### config.mk
export PLATFORM = sky130hd
export DESIGN_NAME = gccw_queue
export DESIGN_NICKNAME = d
export VERILOG_FILES = /design/src/rtl/core/gccw_pkg.sv /design/src/rtl/core/gccw_queue.sv
export SDC_FILE = /design/constraint.sdc
export NUM_CORES = 1
export LEC_CHECK = 0
export ABC_AREA = 1
export BUFFER_PORTS_ARGS = -buffer_cell sky130_fd_sc_hd__buf_4
export CAP_MARGIN = 20
export CORE_ASPECT_RATIO = 1.1
export CORE_MARGIN = 8
export CORE_UTILIZATION = 30
export DETAILED_ROUTE_END_ITERATION = 10
export SLEW_MARGIN = 20
export SYNTH_ARGS = -nofsm -noshare
export SYNTH_HDL_FRONTEND = slang
export SYNTH_SLANG_ARGS = --single-unit
### constraint.sdc
create_clock -name clk_i -period 19.8 [get_ports clk_i]
set_clock_uncertainty 0.15 [all_clocks]
set_input_delay 0.99 -clock clk_i [delete_from_list [all_inputs] [get_ports clk_i]]
set_output_delay 0.99 -clock clk_i [all_outputs]
set_load 0.01 [all_outputs]
### src/rtl/core/gccw_pkg.sv
// ----------------------------------------------------------------------------
// gccw_pkg
// Shared types and constants of the grid cell cover walker.
// ----------------------------------------------------------------------------
package gccw_pkg;

  localparam int unsigned MaxCells      = 64;
  localparam int unsigned CellIndexBits = 16;
  localparam int unsigned Slack         = 2;
  localparam int unsigned CntW          = $clog2(MaxCells + 1);
  localparam logic [30:0] DefaultCell   = 31'd65536;
  localparam logic [47:0] TInf          = 48'hFFFF_FFFF_FFFF;
  localparam logic [47:0] TFinMax       = 48'hFFFF_FFFF_FFFE;

  typedef enum logic {
    REQ_BOX = 1'b0,
    REQ_SEG = 1'b1
  } req_type_e;

  typedef struct packed {
    logic        req_type;
    logic [15:0] item_id;
    logic [31:0] x_a;
    logic [31:0] y_a;
    logic [31:0] x_b;
    logic [31:0] y_b;
  } req_t;

  typedef struct packed {
    logic [15:0] out_item_id;
    logic [15:0] cell_x;
    logic [15:0] cell_y;
    logic        last;
    logic        truncated;
  } res_t;

  // Classified job handed from front to back.
  typedef struct packed {
    logic        is_seg;
    logic [15:0] item_id;
    logic [33:0] cx0;    // box: x lo, seg: start x
    logic [33:0] cy0;
    logic [33:0] cx1;    // box: x hi, seg: end x
    logic [33:0] cy1;
    logic [47:0] tnx;
    logic [47:0] tny;
    logic [47:0] tsx;
    logic [47:0] tsy;
    logic        sx_pos;
    logic        sy_pos;
    logic [35:0] span;
  } job_t;

  typedef enum logic [2:0] {
    F_IDLE,
    F_DIV,
    F_TDIV,
    F_PUSH
  } front_state_e;

  function automatic logic [15:0] sat_cell(input logic [33:0] c);
    logic signed [33:0] s;
    logic signed [33:0] hi;
    logic signed [33:0] lo;
    s  = c;
    hi = 34'sd1 <<< (CellIndexBits - 1);
    hi = hi - 34'sd1;
    lo = -hi - 34'sd1;
    if (s > hi) return hi[15:0];
    if (s < lo) return lo[15:0];
    return s[15:0];
  endfunction

endpackage

### src/rtl/core/gccw_queue.sv
// ----------------------------------------------------------------------------
// gccw_queue
// Two-entry job queue between front and back.
// ----------------------------------------------------------------------------
module gccw_queue (
  input  logic           clk_i,
  input  logic           rst_ni,
  input  logic           in_valid_i,
  output logic           in_ready_o,
  input  gccw_pkg::job_t in_job_i,
  output logic           out_valid_o,
  input  logic           out_ready_i,
  output gccw_pkg::job_t out_job_o
);
  import gccw_pkg::*;
  job_t       mem_q [2];
  logic       wp_q, rp_q;
  logic [1:0] cnt_q;
  logic       push, pop;

  assign in_ready_o  = cnt_q != 2'd2;
  assign out_valid_o = cnt_q != 2'd0;
  assign out_job_o   = mem_q[rp_q];
  assign push = in_valid_i && in_ready_o;
  assign pop  = out_valid_o && out_ready_i;

  always_ff @(posedge clk_i or negedge rst_ni) begin
    if (!rst_ni) begin
      wp_q <= 1'b0; rp_q <= 1'b0; cnt_q <= '0;
    end else begin
      if (push) wp_q <= ~wp_q;
      if (pop)  rp_q <= ~rp_q;
      cnt_q <= cnt_q + {1'b0, push} - {1'b0, pop};
    end
  end

  always_ff @(posedge clk_i) begin
    if (push) mem_q[wp_q] <= in_job_i;
  end
endmodule

# [Yosys cells after proc, flatten, opt, wreduce, memory -nomap -nowiden]
# Memories as Yosys holds them, arrays and structs flattened.
# Index checks and enable logic that the tools add are counted.
[word_totals] register_bits=4 ramBits=766 input_bits=387 word_cells=14 memories=1
[op_classes] add_sub_neg=2 eq_ne=1 muxes=2 n_bitwise=2 reduce_logical=3
[memory_table] name="mem_q" depth=2 word_bits=383 read_ports=1 rd_clocked_by_memory_dff=0 write_ports=1 line_no="gccw_queue.sv:16" rtl="job_t mem_q [2];"
[op_table] cell="adder 2 x 1 -> 2 bit" n=1
[op_table] cell="logical AND 1 bit" n=2
[op_table] cell="2-to-1 mux 1 bit" n=2
[op_table] cell="inequality test 2 bit (second input constant)" n=1
[op_table] cell="NOT 1 bit" n=2
[op_table] cell="nonzero test 2 bit" n=1
[op_table] cell="subtractor 2 x 1 -> 2 bit" n=1

# [Longest topological paths before layout]
[depth] depth_word=4 depth_mapped=10 depth_no_buf=10

# [Worst setup path before layout]
# OpenSTA, ideal clock, no wires.
[synth_path] path_kind="input port to flip-flop" start="in in_valid_i" end="mem mem_q[1][0] (netlist name), enable pin" arrival_time_ns=16.925 t_required_ns=18.514 slack_ns=1.590 path_stages=2 n_path_buf=0 cell_sequence="nand2_1 > nor2_1"
[synth_between] elab_chain_len=3
[synth_lines] element="start, declared" line_no="gccw_queue.sv:8" rtl="input logic in_valid_i,"
[synth_lines] element="logical AND 1 bit" line_no="gccw_queue.sv:24" rtl="assign push = in_valid_i && in_ready_o;"
[synth_lines] element="2-to-1 mux 1 bit" line_no="gccw_queue.sv:38" rtl="if (push) mem_q[wp_q] <= in_job_i;"
[synth_lines] element="2-to-1 mux 1 bit (implied by the code)" line_no="gccw_queue.sv:38"
[synth_lines] element="end, declared" line_no="gccw_queue.sv:16"
# Every way passes these cells.

==> results.ini <==
[run_status]
status=finished, final reports clean

[finish]
drive_above_1_share_pct=31.3
fin_nets=3208
final_cell_mix=nand2_1, buf_4, edfxtp_1
syn2layout_area_growth_pct=33.3
layout_commonest_cell=nand2_1

[clock_tree]
cts.clk_slew.worst_paths_ps=60
cts.repair.resized=0
htreeDepth=3
clk_latency_ps=620
cts_buffers=81
cts-root-buf=clkbuf_16
cts_hold_buf=1
postCtsSetupBuffers=0
cts_sinks=770
cts_tree=done
cts.path.max_buffers=3

[logic_synthesis]
ys.warnings.count=0
synth_nets=2421
netlist_area_sq_um=28300
ys_seq_area_share_pct=81.8
ys_top_cells_by_area=edfxtp_1, nand2_1, buf_6
synth.distinct_cells=12
synth-seq-cells=770
yosysTopAreaCell=edfxtp_1
synth_cells=2032
synth.top_cell.area_share_pct=81.4
synth.avg_cell_area_sq_um=13.9

[setup_path]
r2r_setup_slack_ps=15480
r2r-start=cnt_q[1]$_DFF_PN0_
cp_max_fo=179
cp-end-kind=output pin
worstSetupStartpointType=flip-flop
cp_data_arrival_time_ps=4070
path_cells=clkinv_8 -> buf_4 -> buf_4 -> nand2_1 -> nand2_1 -> buf_4
cpMaxStageDelayCell=dfrtp_4
r2r_end=mem_q[1][203]$_DFFE_PP_
slowest_delay_ps=780
cp_common_cell=buf_4
r2r_cells=6
critical_path_required_ps=18660
crit_type=reg -> out

[floorplanning]
fp-row-count=118
die-area_sq_um=104000
dieWidth_um=309
start_util_pct=30.1
die_height_um=338
core-area_sq_um=93800
io_pins=772

[placement]
dpl.hpwl_um=53000
port_buffers=771
place.gp.congestion=0.826

[power_and_ir_drop]
p_per_area_nw_per_um2=152
p_total_w=0.00574
leakage_nw=15.7
peakVddDrop_mv=0.104

[global_route]
grtUsageMet3_pct=7.01
use_met2_pct=24.0
grt_remaining_overflow=0
antenna_found_initial=9
grt_pass1_vias=17906
use_met1_pct=14.6
grt_pass1_wl_um=110000
grt_start_max_net_pins=180
grt_util_all_layers_pct=13.8
grt_busiest_layer=met2

[route]
vias=17558
wire_per_inst_um=18.5
drt_iter0_markers=905
wl_um=76700
post-route-drc-count=0
antenna_left=0
drtPass1Iterations=5
via_per_inst=4.23

[sta]
hold_viol=0
rsz0062_at_grt=no
relSlewSlack_pct=25.0
tightestPinTransition_ps=1130
period_needed_ps=5210
finalSetupTns_ps=0
fmax_mhz=192
setup_viol=0
maxSlewViolCount=0
min_period_over_period_pct=26.3

[run]
maxCapViolCount=0

[worst_hold_path]
min_path_type=reg -> reg
worstHoldStart=wp_q$_DFFE_PN0N_
holdPathEnd=wp_q$_DFFE_PN0N_
min_path_cells=2

flip-flops by register name, indices dropped and copies added, names as in the netlist:
name,flops
rp_q,1
cnt_q,2
mem_q,766
wp_q,1
worst max-delay path: cells and delay by family (launching register included):
kind | cells | cell delay [ps]
buffers and inverters | 4 | 2250
DFF | 1 | 780
and+or+nand+nor | 2 | 210
power by group:
group | switching [W] | internal, W | total (W)
combinational | 0.00122 | 0.000737 | 0.00196
sequential | 0.0000972 | 0.00223 | 0.00232
clock | 0.000623 | 0.000838 | 0.00146
layout make-up:
type | count | area (sq um)
diodes | 7 | 17.5
clock buffers | 97 | 2090
clock inverters | 48 | 472
fillers | 8804 | 56100
inverters | 9 | 53.8
multi-input cells | 1168 | 4410
flip-flops and latches | 770 | 23100
well taps | 1260 | 1580
repair buffers | 789 | 5940
per-stage QoR:
step	setup slack (ps)	instances	area [sq um]	utilization, %	hold slack (ps)
after detailed placement	14880	3995	35100	37.4	323
final	14590	4148	37700	40.2	334
after CTS	14440	4141	37600	40.2	320
after global routing	14190	4143	37700	40.2	332
after global placement	14910	3995	35100	37.4	309
after floorplan	1590	2032	28300	-	292
per-layer routing:
layer,up-vias,share of wire [%]
met2,654,50
met1,8319,36
met4,8,2.2
li1,8460,-
met3,117,12
met5,-,0.072
worst max path at each step:
stage,end,slack (ps),startpoint
floorplan,mem_q[1][0]$_DFFE_PP_,1590,in_valid_i
global placement,mem_q[1][204]$_DFFE_PP_,14910,in_valid_i
detailed placement,mem_q[1][209]$_DFFE_PP_,14880,in_valid_i
CTS,out_job_o[117],14440,rp_q$_DFFE_PN0P_
global route,out_job_o[101],14190,rp_q$_DFFE_PN0P_
finish,out_job_o[101],14590,rp_q$_DFFE_PN0P_
cell usage after synthesis, drive strengths merged:
library cell  number
inv                9
nand3              3
ha                 2
edfxtp           766
nand2           1162
dfrtp              4
nor2               1
buf               85
cell families after synthesis:
group | Yosys count | share of synthesized area (%)
AND/OR/NAND/NOR | 1166 | 15.5
buffers and inverters | 94 | 2.64
flip-flops | 770 | 81.8
adder cells (fa/ha/maj) | 2 | 0.0886
(Power assumes the default switching activity.)
