==> config.mk <==
export PLATFORM = sky130hd
export DESIGN_NAME = gccw_back_flat
export DESIGN_NICKNAME = d
export VERILOG_FILES = /design/src/rtl/core/gccw_pkg.sv /design/src/rtl/core/gccw_req_if.sv /design/src/rtl/core/gccw_back.sv /design/src/flat_wrapper.sv
export SDC_FILE = /design/constraint.sdc
export NUM_CORES = 1
export LEC_CHECK = 0
export ABC_AREA = 1
export ABC_CLOCK_PERIOD_IN_PS = 10400
export BUFFER_PORTS_ARGS = -buffer_cell sky130_fd_sc_hd__buf_2
export CELL_PAD_IN_SITES_DETAIL_PLACEMENT = 0
export CELL_PAD_IN_SITES_GLOBAL_PLACEMENT = 1
export CORE_MARGIN = 2
export CORE_UTILIZATION = 30
export CTS_CLUSTER_DIAMETER = 30
export DETAILED_ROUTE_END_ITERATION = 8
export GPL_ROUTABILITY_DRIVEN = 0
export GPL_TIMING_DRIVEN = 0
export PLACE_DENSITY_LB_ADDON = 0.1
export SYNTH_ARGS = -nofsm -noshare
export SYNTH_HDL_FRONTEND = slang
export SYNTH_SLANG_ARGS = --single-unit
==> constraint.sdc <==
create_clock -name clk_i -period 10.4 [get_ports clk_i]
set_input_delay 0.52 -clock clk_i [delete_from_list [all_inputs] [get_ports clk_i]]
set_output_delay 0.52 -clock clk_i [all_outputs]
set_load 0.005 [all_outputs]
==> src/rtl/core/gccw_pkg.sv <==
// ----------------------------------------------------------------------------
// gccw_pkg
// Shared types and constants of the grid cell cover walker.
// ----------------------------------------------------------------------------
package gccw_pkg;

  localparam int unsigned MaxCells      = 64;
  localparam int unsigned CellIndexBits = 16;
  localparam int unsigned Slack         = 2;
  localparam int unsigned CntW          = $clog2(MaxCells + 1);
  localparam logic [30:0] DefaultCell   = 31'd65536;
  localparam logic [47:0] TInf          = 48'hFFFF_FFFF_FFFF;
  localparam logic [47:0] TFinMax       = 48'hFFFF_FFFF_FFFE;

  typedef enum logic {
    REQ_BOX = 1'b0,
    REQ_SEG = 1'b1
  } req_type_e;

  typedef struct packed {
    logic        req_type;
    logic [15:0] item_id;
    logic [31:0] x_a;
    logic [31:0] y_a;
    logic [31:0] x_b;
    logic [31:0] y_b;
  } req_t;

  typedef struct packed {
    logic [15:0] out_item_id;
    logic [15:0] cell_x;
    logic [15:0] cell_y;
    logic        last;
    logic        truncated;
  } res_t;

  // Classified job handed from front to back.
  typedef struct packed {
    logic        is_seg;
    logic [15:0] item_id;
    logic [33:0] cx0;    // box: x lo, seg: start x
    logic [33:0] cy0;
    logic [33:0] cx1;    // box: x hi, seg: end x
    logic [33:0] cy1;
    logic [47:0] tnx;
    logic [47:0] tny;
    logic [47:0] tsx;
    logic [47:0] tsy;
    logic        sx_pos;
    logic        sy_pos;
    logic [35:0] span;
  } job_t;

  typedef enum logic [2:0] {
    F_IDLE,
    F_DIV,
    F_TDIV,
    F_PUSH
  } front_state_e;

  function automatic logic [15:0] sat_cell(input logic [33:0] c);
    logic signed [33:0] s;
    logic signed [33:0] hi;
    logic signed [33:0] lo;
    s  = c;
    hi = 34'sd1 <<< (CellIndexBits - 1);
    hi = hi - 34'sd1;
    lo = -hi - 34'sd1;
    if (s > hi) return hi[15:0];
    if (s < lo) return lo[15:0];
    return s[15:0];
  endfunction

endpackage

==> src/rtl/core/gccw_req_if.sv <==


interface gccw_res_if;
  logic        valid;
  logic        ready;
  logic [15:0] out_item_id;
  logic [15:0] cell_x;
  logic [15:0] cell_y;
  logic        last;
  logic        truncated;
  modport source (output valid, out_item_id, cell_x, cell_y, last, truncated, input ready);
  modport sink   (input valid, out_item_id, cell_x, cell_y, last, truncated, output ready);
endinterface


==> src/rtl/core/gccw_back.sv <==
// ----------------------------------------------------------------------------
// gccw_back
// Emits cells of a job: box raster or segment walk, one cell per cycle while the receiver is ready.
// ----------------------------------------------------------------------------
module gccw_back (
  input  logic           clk_i,
  input  logic           rst_ni,
  input  logic           job_valid_i,
  output logic           job_ready_o,
  input  gccw_pkg::job_t job_i,
  gccw_res_if.source     res
);
  import gccw_pkg::*;

  logic        busy_q;
  job_t        j_q;
  logic [33:0] cx_q, cy_q;
  logic [47:0] tnx_q, tny_q;
  logic [35:0] step_q;
  logic [CntW-1:0] cnt_q;
  logic        ov_q;
  res_t        o_q;
  logic        adv, fin, full, wend;
  logic [33:0] bx0, by0, bx1, by1;
  logic [33:0] nx, ny;

  assign bx0 = {{18{1'b0}}, 16'd0} | 34'(signed'(sat_cell(j_q.cx0)));
  assign by0 = 34'(signed'(sat_cell(j_q.cy0)));
  assign bx1 = 34'(signed'(sat_cell(j_q.cx1)));
  assign by1 = 34'(signed'(sat_cell(j_q.cy1)));

  assign adv = busy_q && (!ov_q || res.ready);
  assign full = (cnt_q == CntW'(MaxCells - 1));

  always_comb begin
    nx   = cx_q;
    ny   = cy_q;
    if (!j_q.is_seg) begin
      wend = (cx_q == bx1) && (cy_q == by1);
      if (cx_q == bx1) begin nx = bx0; ny = cy_q + 34'd1; end
      else nx = cx_q + 34'd1;
    end else begin
      wend = ((cx_q == j_q.cx1) && (cy_q == j_q.cy1)) || (step_q == j_q.span);
      if (tnx_q < tny_q) nx = j_q.sx_pos ? cx_q + 34'd1 : cx_q - 34'd1;
      else               ny = j_q.sy_pos ? cy_q + 34'd1 : cy_q - 34'd1;
    end
  end

  // Box with inverted corners cannot happen after normalisation.
  assign fin = wend || full;
  assign job_ready_o = !busy_q;

  logic [47:0] ta, tb, tn;
  assign ta  = (tnx_q < tny_q) ? tnx_q : tny_q;
  assign tb  = (tnx_q < tny_q) ? j_q.tsx : j_q.tsy;
  assign tn  = (ta == TInf || tb == TInf) ? TInf
             : ((49'(ta) + 49'(tb)) > 49'(TFinMax) ? TFinMax : 48'(ta + tb));

  always_ff @(posedge clk_i or negedge rst_ni) begin
    if (!rst_ni) begin
      busy_q <= 1'b0;
      ov_q   <= 1'b0;
      cnt_q  <= '0;
    end else begin
      if (ov_q && res.ready && !adv) ov_q <= 1'b0;
      if (!busy_q && job_valid_i) begin
        busy_q <= 1'b1;
        cnt_q  <= '0;
      end else if (adv) begin
        ov_q  <= 1'b1;
        cnt_q <= cnt_q + CntW'(1);
        if (fin) busy_q <= 1'b0;
      end
    end
  end

  always_ff @(posedge clk_i) begin
    if (!busy_q && job_valid_i) begin
      j_q    <= job_i;
      cx_q   <= job_i.is_seg ? job_i.cx0 : 34'(signed'(sat_cell(job_i.cx0)));
      cy_q   <= job_i.is_seg ? job_i.cy0 : 34'(signed'(sat_cell(job_i.cy0)));
      tnx_q  <= job_i.tnx;
      tny_q  <= job_i.tny;
      step_q <= '0;
    end else if (adv) begin
      o_q.out_item_id <= j_q.item_id;
      o_q.cell_x      <= sat_cell(cx_q);
      o_q.cell_y      <= sat_cell(cy_q);
      o_q.last        <= fin;
      o_q.truncated   <= full && !wend;
      cx_q   <= nx;
      cy_q   <= ny;
      step_q <= step_q + 36'd1;
      if (j_q.is_seg) begin
        if (tnx_q < tny_q) tnx_q <= tn;
        else               tny_q <= tn;
      end
    end
  end

  assign res.valid       = ov_q;
  assign res.out_item_id = o_q.out_item_id;
  assign res.cell_x      = o_q.cell_x;
  assign res.cell_y      = o_q.cell_y;
  assign res.last        = o_q.last;
  assign res.truncated   = o_q.truncated;
endmodule

==> src/flat_wrapper.sv <==
// flat-port wrapper written by rule: the top's interface ports become plain ports
module gccw_back_flat import gccw_pkg::*;
  (clk_i, rst_ni, job_valid_i, job_ready_o, job_i, res_valid, res_out_item_id, res_cell_x, res_cell_y, res_last, res_truncated, res_ready);
  gccw_res_if res_i ();
  input  logic clk_i;
  input  logic rst_ni;
  input  logic job_valid_i;
  output logic job_ready_o;
  input  gccw_pkg::job_t job_i;
  output wire logic [$bits(res_i.valid)-1:0] res_valid;
  output wire logic [$bits(res_i.out_item_id)-1:0] res_out_item_id;
  output wire logic [$bits(res_i.cell_x)-1:0] res_cell_x;
  output wire logic [$bits(res_i.cell_y)-1:0] res_cell_y;
  output wire logic [$bits(res_i.last)-1:0] res_last;
  output wire logic [$bits(res_i.truncated)-1:0] res_truncated;
  input wire logic [$bits(res_i.ready)-1:0] res_ready;
  assign res_valid = res_i.valid;
  assign res_out_item_id = res_i.out_item_id;
  assign res_cell_x = res_i.cell_x;
  assign res_cell_y = res_i.cell_y;
  assign res_last = res_i.last;
  assign res_truncated = res_i.truncated;
  assign res_i.ready = res_ready;
  gccw_back u_core (.clk_i(clk_i), .rst_ni(rst_ni), .job_valid_i(job_valid_i), .job_ready_o(job_ready_o), .job_i(job_i), .res(res_i));
endmodule
# [Word level (Yosys, flattened, before mapping)]
# Index checks and enable logic that the tools add are counted.
# W data, S select, Z words.
[totals] regBits=512 latch_bits=0 mem_bits_rw=0 mem_bits_ro=0 input_bits=387 out_inout_bits=52 wordCells=181 mem_count=0
[classes] add_sub_neg=8 n_mul=0 div_mod_pow=0 n_lt_le_gt_ge=16 n_eq_ne=11 shift=0 muxes=96 n_bitwise=1 reduce_logical=26
[op_table] cell="$mux W48" n=12
[op_table] cell="$mux W34" n=14
[op_table] cell="$mux W16" n=28
[op_table] cell="$gt A34 B16 Y1 const B" n=7
[op_table] cell="$lt A34 B16 Y1 const B" n=7
[op_table] cell="$eq A34 B34 Y1" n=4
[op_table] cell="$eq A48 B48 Y1 const B" n=2
[op_table] cell="$add A34 B1 Y34 const B" n=2
[op_table] cell="$sub A34 B1 Y34 const B" n=2
[op_table] cell="$add A48 B48 Y49" n=1
[op_table] cell="$gt A49 B48 Y1 const B" n=1
[op_table] cell="$add A48 B48 Y48" n=1
[op_table] cell="$lt A48 B48 Y1" n=1
[op_table] cell="$mux W1" n=40
[op_table] cell="$add A36 B1 Y36 const B" n=1
[op_table] cell="$eq A36 B36 Y1" n=1
[op_table] cell="$mux W7" n=2
[op_table] cell="$reduce_and A3 Y1" n=3
[op_table] cell="$reduce_bool A2 Y1" n=4
[op_table] cell="$add A7 B1 Y7 const B" n=1
[op_table] cell="$eq A7 B6 Y1 const B" n=1
[op_table] cell="$logic_and A1 B1 Y1" n=7
[op_table] cell="$ne A3 B3 Y1 const B" n=2
[op_table] cell="$reduce_and A2 Y1" n=3
[op_table] cell="5 further kinds" n=11

# [Logic depth before layout (Yosys ltp)]
# Gate-level depths: netlist of run 1.
[depth] word_depth=12 depth_mapped=42 mapped_depth_nobuf=40

# [Worst setup path before layout of run 1]
# No wires, ideal clock.
[synth_timing] path_type="input -> register" from="input port job_valid_i" to="register u_core.j_q[0] (netlist bit) (enable)" setup_ns=0.716 t_arrival_ns=7.988 setup_slack_ns=1.696 path_stages=4 path_cell_list="nand2_1 -> clkinv_1 -> clkbuf_1 -> clkbuf_1"
[synth_via] elab_chain_len=1
[synth_lines] element="start, declared" line_no="flat_wrapper.sv:7" text="input logic job_valid_i;"
[synth_lines] element="$logic_and A1 B1 Y1" line_no="gccw_back.sv:78" text="if (!busy_q && job_valid_i) begin"
[synth_lines] element="end signal, assigned" line_no="gccw_back.sv:79" text="j_q <= job_i;"
[synth_lines] element="end, declared" line_no="gccw_back.sv:16" text="job_t j_q;"
# No other way between the ends.
# A chain may end at the register's enable or synchronous reset.

# [Worst setup path in the final report of run 1]
[layout_timing] from="register u_core.tnx_q[31]" to="register u_core.tny_q[27], data pin"
[layout_via] elab_chain_len=10
[layout_lines] element="start, declared" line_no="gccw_back.sv:18" text="logic [47:0] tnx_q, tny_q;"
[layout_lines] element="start signal, assigned" line_no="gccw_back.sv:82" text="tnx_q <= job_i.tnx;"
[layout_lines] element="start signal, assigned" line_no="gccw_back.sv:95" text="if (tnx_q < tny_q) tnx_q <= tn;"
[layout_lines] element="$lt A48 B48 Y1" line_no="gccw_back.sv:54, gccw_back.sv:55"
[layout_lines] element="$mux W48, on equally long branches" line_no="gccw_back.sv:54, gccw_back.sv:55"
[layout_lines] element="$add A48 B48 Y49" line_no="gccw_back.sv:57" text=": ((49'(ta) + 49'(tb)) > 49'(TFinMax) ? TFinMax : 48'(ta + tb));"
[layout_lines] element="$gt A49 B48 Y1" line_no="gccw_back.sv:57"
[layout_lines] element="$mux W48" line_no="gccw_back.sv:57"
[layout_lines] element="$mux W48 *" line_no="gccw_back.sv:56" text="assign tn = (ta == TInf || tb == TInf) ? TInf"
[layout_lines] element="$mux W48 *" line_no="gccw_back.sv:95"
[layout_lines] element="$mux W48 *" line_no="gccw_back.sv:94" text="if (j_q.is_seg) begin"
[layout_lines] element="$mux W48 *" line_no="gccw_back.sv:85" text="end else if (adv) begin"
[layout_lines] element="$mux W48 *" line_no="gccw_back.sv:78"
[layout_lines] element="end signal, assigned" line_no="gccw_back.sv:83" text="tny_q <= job_i.tny;"
[layout_lines] element="end signal, assigned" line_no="gccw_back.sv:96" text="else tny_q <= tn;"
[layout_lines] element="end, declared" line_no="gccw_back.sv:18"
# Every way passes the cells marked *; elsewhere a longest branch is shown, timed or not. The select of a mux whose other input is x is not followed.

==> flow_summary.ini, run 1 <==
[timing]
rsz0062_at_grt = no
period_needed_ns = 7.03
setup_viol = 0
tightest_slew_ns = 1.20
finalCritPeriodShare_pct = 67.6
max_slew_margin_pct = 19.9
clock_skew_ns = 0.0500
finalHoldViolCount = 0
maxSlewViolCount = 0
fin_setup_tns_ns = 0
clock.fmax_mhz = 142

[grt]
grt_max_degree = 65
antenna_found_initial = 7
grt_pass1_vias = 32000
grt_pass1_wl_mm = 205
grt-ovfl-total = 0
grt_usage_pct = 24.7
grtUsageMet3_pct = 3.71
busiest_layer = met2
use_met1_pct = 29.6
use_met2_pct = 44.6

[synth]
seq_area_frac_synth_pct = 45.2
syn_area_um2 = 33100
syn_area_per_cell_um2 = 7.65
synth_top_area_share_pct = 42.3
synthesis.nets = 4823
ys_seq_elements = 512
synthCells = 4334
synth_edf_count = 467
ys_warn_count = 0
yosysUniqueCellTypes = 60
synth_top_area_cell = edfxtp_1
ys.flop_type = edfxtp_1
ys_async_sr_fraction_pct = 1.76
yosys-top-cells-area = edfxtp_1 42%, nand2_1 17%, inv_1 6.3%, nor2_1 4.1%, ha_1 3.8%

[drt]
postRouteAntennaNets = 0
routedWlPerCell_um = 20.9
dr.pass1.iters = 6
num_vias = 32000
drc = 0
viasPerCell = 4.71
drt_iter0_drc = 2216
drt_wl_total_mm = 142

[clock_tree]
postCtsSetupBuffers = 0
clkLatencyLatePin_ns = 0.76
numCtsBuffers = 154
ctsHoldBuffers = 247
cts_root_buffer = clkbuf_16
cts.clk_slew.worst_paths_ns = 0.04
h-tree-depth = 4
clock_path_buffers = 3
cts_sinks = 512
cts_resized = 0
cts_tree = done

[setup_path]
critPathKind = register to register
cp_data_arrival_time_ns = 7.48
path_max_fanout = 10
end_kind = register
crit_top_cell = nand2_1
worstPathRequired_ns = 10.85
startpoint_type = register
slowest_stage = nor3_1
crit_start = u_core.tnx_q[31]
critical_path.reg2reg.startpoint = u_core.tnx_q[31]
r2r_cells = 30
critPathMaxStageDelay_ns = 0.57

[floorplanning]
die_y_um = 336
die_area_um2 = 113000
rows = 121
ioPinCount = 439
core_area_um2 = 109000
die_w_um = 336
initial_core_util_pct = 30.4

[final_layout]
area_growth_pct = 36.1
drive_gt1_share_pct = 14.8
fillers = 11300
fin_area_um2 = 45100
final_core_util_pct = 41.3
num-nets-final = 5678

[hold_path]
hp-start = job_i[345]
min_path_type = primary input to register
min_path_cells = 1

[placement]
dpl_cell_area_um2 = 37500
portBuffers = 438
dp_hpwl_mm = 112

[job]
max_cap_violations = 0

[outcome]
status = completed
==> routing by layer <==
metal,part of all wire (%),vias to the layer above
li1,-,15900
met1,41,15000
met2,51,867
met3,4.8,234
met4,3.3,4
met5,0.020,-
==> final cells by class <==
| class | instances | area [um^2] | share of cell area, % |
|---|---|---|---|
| multi-input combinational | 3115 | 15400 | 34.2 |
| sequential | 512 | 15000 | 33.2 |
| timing repair buffer | 699 | 4920 | 10.9 |
| clock buffer | 179 | 3980 | 8.82 |
| inverter | 566 | 2130 | 4.72 |
| tap | 1476 | 1850 | 4.09 |
| clock inverter | 97 | 1190 | 2.64 |
| buffer | 141 | 653 | 1.45 |
| antenna | 2 | 5.00 | 0.0111 |
==> flip-flops by register name (all words and copies together), names as in the netlist <==
name and count:
u_core.cx_q 34, u_core.tnx_q 48, u_core.res.cell_y 16, u_core.cy_q 34, u_core.res.valid 1, u_core.res.last 1
u_core.cnt_q 7, u_core.res.out_item_id 16, u_core.res.truncated 1, u_core.tny_q 48, u_core.busy_q 1, u_core.res.cell_x 16
u_core.step_q 36, u_core.j_q 253
==> path summary, 6_finish.rpt <==
path / endpoint / slack, ns
max in group asynchronous: u_core.cnt_q[0] / 9.95
setup reg to reg: u_core.tny_q[27] / 3.37
min in group asynchronous: u_core.res.valid / 0.19
setup / recovery: u_core.tny_q[27] / 3.37
hold / removal: u_core.j_q[345] / 0.05
hold reg to reg: u_core.res.out_item_id[2] / 0.42
==> metrics by stage <==
stage	cells	hold slack (ns)	worst slack [ns]
final	6787	0.0541	3.37
after global routing	6785	0.0218	2.93
after CTS	6785	0.00141	3.22
after detailed placement	6262	0.405	3.29
after global placement	6248	0.401	-3.78
after floorplan	4334	0.224	1.70
==> cells in the mapped netlist (7+ instances only) <==
| master | count |
|---|---|
| dfrtp_1 | 9 |
| a22oi_1 | 10 |
| nand4_1 | 99 |
| nand3_1 | 216 |
| nor4_1 | 38 |
| o22ai_1 | 8 |
| nor2_1 | 360 |
| or2_2 | 22 |
| ha_1 | 101 |
| xnor2_1 | 73 |
| dfxtp_1 | 36 |
| nand3b_1 | 7 |
| o21bai_2 | 20 |
| and2_1 | 8 |
| nor3_1 | 86 |
| buf_2 | 25 |
| inv_1 | 559 |
| buf_6 | 8 |
| nand2_1 | 1525 |
| xor2_1 | 108 |
| o21a_1 | 9 |
| o211ai_1 | 11 |
| buf_4 | 7 |
| a21oi_1 | 180 |
| buf_1 | 7 |
| edfxtp_1 | 467 |
| o21ai_0 | 136 |
| clkbuf_1 | 94 |
| o21bai_1 | 30 |
| a31oi_1 | 8 |
==> critical path: cells and delay by family (launching register included) <==
| kind | cells | cell delay, ns |
|---|---|---|
| flops | 1 | 0.39 |
| buf+inv | 3 | 0.81 |
| simple gates | 24 | 4.59 |
| compound gates | 1 | 0.25 |
| fa+ha+maj | 2 | 0.66 |
==> layout by cell type, fill, tap and decap left out, drive strengths merged, types with 5 or more instances in the layout <==
master          n
bufinv         17
nand2        1529
nor2          366
clkinv         63
xnor2          73
dfrtp           9
dfxtp          36
or2            23
o21ai         141
nor3b           6
clkinvlp       15
o21bai         50
o22ai           8
nand3         217
o211ai         11
inv           568
nor3           89
a22oi          10
nor4           38
a32oi           5
buf           499
edfxtp        467
nand4          99
o21a            9
clkbuf        273
xor2          108
dlygate4sd3   247
and2            8
a21oi         180
nand3b          7
ha            101
a31oi           8
==> cells by family (layout without fill, tap and decap cells) <==
logic type | Yosys count | in the layout | share of synthesized area, %
simple gates | 2386 | 2386 | 29.9
buf+inv | 707 | 1682 | 8.37
flops | 512 | 512 | 45.2
compound gates | 446 | 446 | 7.93
xor+xnor | 181 | 181 | 4.78
fa+ha+maj | 102 | 102 | 3.87
other cells | 0 | 2 | 0
Power of run 1 is left out: the tool's default activity adds up to more than one toggle a clock period on the data nets, which glitch-free logic cannot reach.
==> inputs of run 2 (changes only) <==
--- a/config.mk
+++ b/config.mk
@@ -6,7 +6,7 @@
 export NUM_CORES = 1
 export LEC_CHECK = 0
 export ABC_AREA = 1
-export ABC_CLOCK_PERIOD_IN_PS = 10400
+export ABC_CLOCK_PERIOD_IN_PS = 6250
 export BUFFER_PORTS_ARGS = -buffer_cell sky130_fd_sc_hd__buf_2
 export CELL_PAD_IN_SITES_DETAIL_PLACEMENT = 0
 export CELL_PAD_IN_SITES_GLOBAL_PLACEMENT = 1
==> constraint.sdc (replaced) <==
create_clock -name clk_i -period 6.25 [get_ports clk_i]
set_input_delay 0.3125 -clock clk_i [delete_from_list [all_inputs] [get_ports clk_i]]
set_output_delay 0.3125 -clock clk_i [all_outputs]
set_load 0.005 [all_outputs]
==> run 2 against run 1 <==
Against the previous run:
- clock skew shrank 0.016 ns
- maximum frequency grew 17%
- hold slack worse by 0.014 ns
- non-clock buffer count rose by 137
- cell count rose by 2.1%
- die area unchanged
- via count grew 1.8%
==> flow_summary.ini, run 2 (synthesized netlist as in run 1, its figures left out) <==
[setup_path]
critPathKind = register to register
slowest_stage = ha_1
worst_r2r_endpoint = u_core.tny_q[27]
crit_top_cell = nand2_1
cp.buffers_inverters = 4
r2r_cells = 34
critPathMaxStageDelay_ns = 0.46
startpoint_type = register
reg2reg_slack_ns = 0.24
cp_data_arrival_time_ns = 6.48
critical_path.reg2reg.startpoint = u_core.tnx_q[47]
crit_family = simple AND/OR/NAND/NOR gates
path_max_fanout = 10
end_kind = register
worstPathRequired_ns = 6.71

[clock_tree]
clock_path_buffers = 3
h-tree-depth = 4
cts.clk_slew.worst_paths_ns = 0.04
cts_sinks = 512
clkLatencyLatePin_ns = 0.75
cts_root_buffer = clkbuf_16
numCtsBuffers = 152
cts_tree = done

[final_layout]
drive_gt1_share_pct = 16.2
num-nets-final = 5813
largest_reg_flops = 253
layout.cells.non_filler = 6927
most-common-layout-cells = 1509 x nand2_1, 557 x inv_1, 467 x edfxtp_1
layout_commonest_cell = nand2_1
top_regs = u_core.j_q (253), u_core.tnx_q (48), u_core.tny_q (48)
area_growth_pct = 42.4
top_register = u_core.j_q

[drt]
drc = 0
viasPerCell = 4.70
dr.pass1.iters = 6
routedWlPerCell_um = 20.7
drt_wl_total_mm = 143
drt_iter0_drc = 2160
postRouteAntennaNets = 0
num_vias = 32500

[timing]
clock_skew_ns = 0.0340
clock.fmax_mhz = 166
finalHoldViolCount = 0
timing.final.ws_setup_ns = 0.236
max_slew_margin_pct = 16.1
tightest_slew_ns = 1.26
hold_ws_ns = 0.0397
period_needed_ns = 6.01
finalCritPeriodShare_pct = 96.2
setup_viol = 0
maxSlewViolCount = 0

[grt]
grt-ovfl-total = 0
grt_usage_pct = 25.0
antenna_found_initial = 8
grt_pass1_vias = 32900
grt_max_degree = 85
grt_pass1_wl_mm = 207

[hold_path]
min_path_cells = 3
hp-start = job_i[229]
hold_end = u_core.tnx_q[47]
min_path_type = primary input to register

[placement]
pre_cts_ws_ns = -0.921
dp_hpwl_mm = 112
dp_cells = 6261
portBuffers = 438

[outcome]
status = completed

[job]
max_cap_violations = 0

[floorplanning]
rows = 121
initial_core_util_pct = 30.4
ioPinCount = 439
die_area_um2 = 113000
die_y_um = 336
die_w_um = 336
core_area_um2 = 109000
## run 2: cell count changes in the layout (fill, tap and decap cells not counted), sizes merged
cell / before / now
buf: 499 / 501
bufinv: 17 / 29
clkbuf: 273 / 264
clkinv: 63 / 61
clkinvlp: 15 / 16
dlygate4sd3: 247 / 383
## run 2: worst max path at each step
stage	cells after the start	to	slack, ns	startpoint
floorplan	14	u_core.tnx_q[0]	0.71	u_core.tnx_q[43]
global placement	12	u_core.tnx_q[27]	-3.55	u_core.tny_q[47]
detailed placement	32	u_core.tny_q[27]	-0.92	u_core.tnx_q[31]
CTS	36	u_core.tny_q[36]	0.04	u_core.tnx_q[47]
global route	37	u_core.tnx_q[36]	-0.008	u_core.tny_q[35]
finish	34	u_core.tny_q[27]	0.24	u_core.tnx_q[47]
## run 2: cell type report
cell class                      instances  area (um^2)
Antenna cell                            2         5.00
Clock inverter                        108         1560
Inverter                              566         2130
Tap cell                             1476         1850
Sequential cell                       512        15000
Clock buffer                          171         3950
Buffer                                140          713
Fill cell                           11100        62000
Multi-Input combinational cell       3115        15800
Timing Repair Buffer                  837         6280
## run 2: what timing repair did
item / in CTS / in global routing
buffers inserted: 3 / 0
gates resized for setup: 48 / 51
hold buffers: 383 / 0
endpoints found under the setup margin: 96 / 96
pin swaps: 3 / 4
hold endpoints to repair: 404 / 0
gates cloned: 0 / 0
## run 2: through the flow
stage / area [um^2] / setup TNS, ns / utilization, %
floorplan: 33100 / 0 / -
global placement: 37200 / -731.20 / 34.1
global route: 47200 / -0.00832 / 43.2
detailed placement: 37400 / -75.30 / 34.3
finish: 47200 / 0 / 43.2
CTS: 47000 / 0 / 43.1
## run 2: worst min-delay path: stages
cell     delay [ns]
buf_2          0.09
nand2_1        0.15
nand2_1        0.11
## run 2: per-layer routing
metal,global-route usage (%),share of wire [%],wire length (um)
met1,30.0,42,59900
met2,45.1,51,72600
met3,3.92,4.6,6610
met4,8.30,3.0,4320
met5,0,0.024,34
Power of run 2 is left out for the same reason.
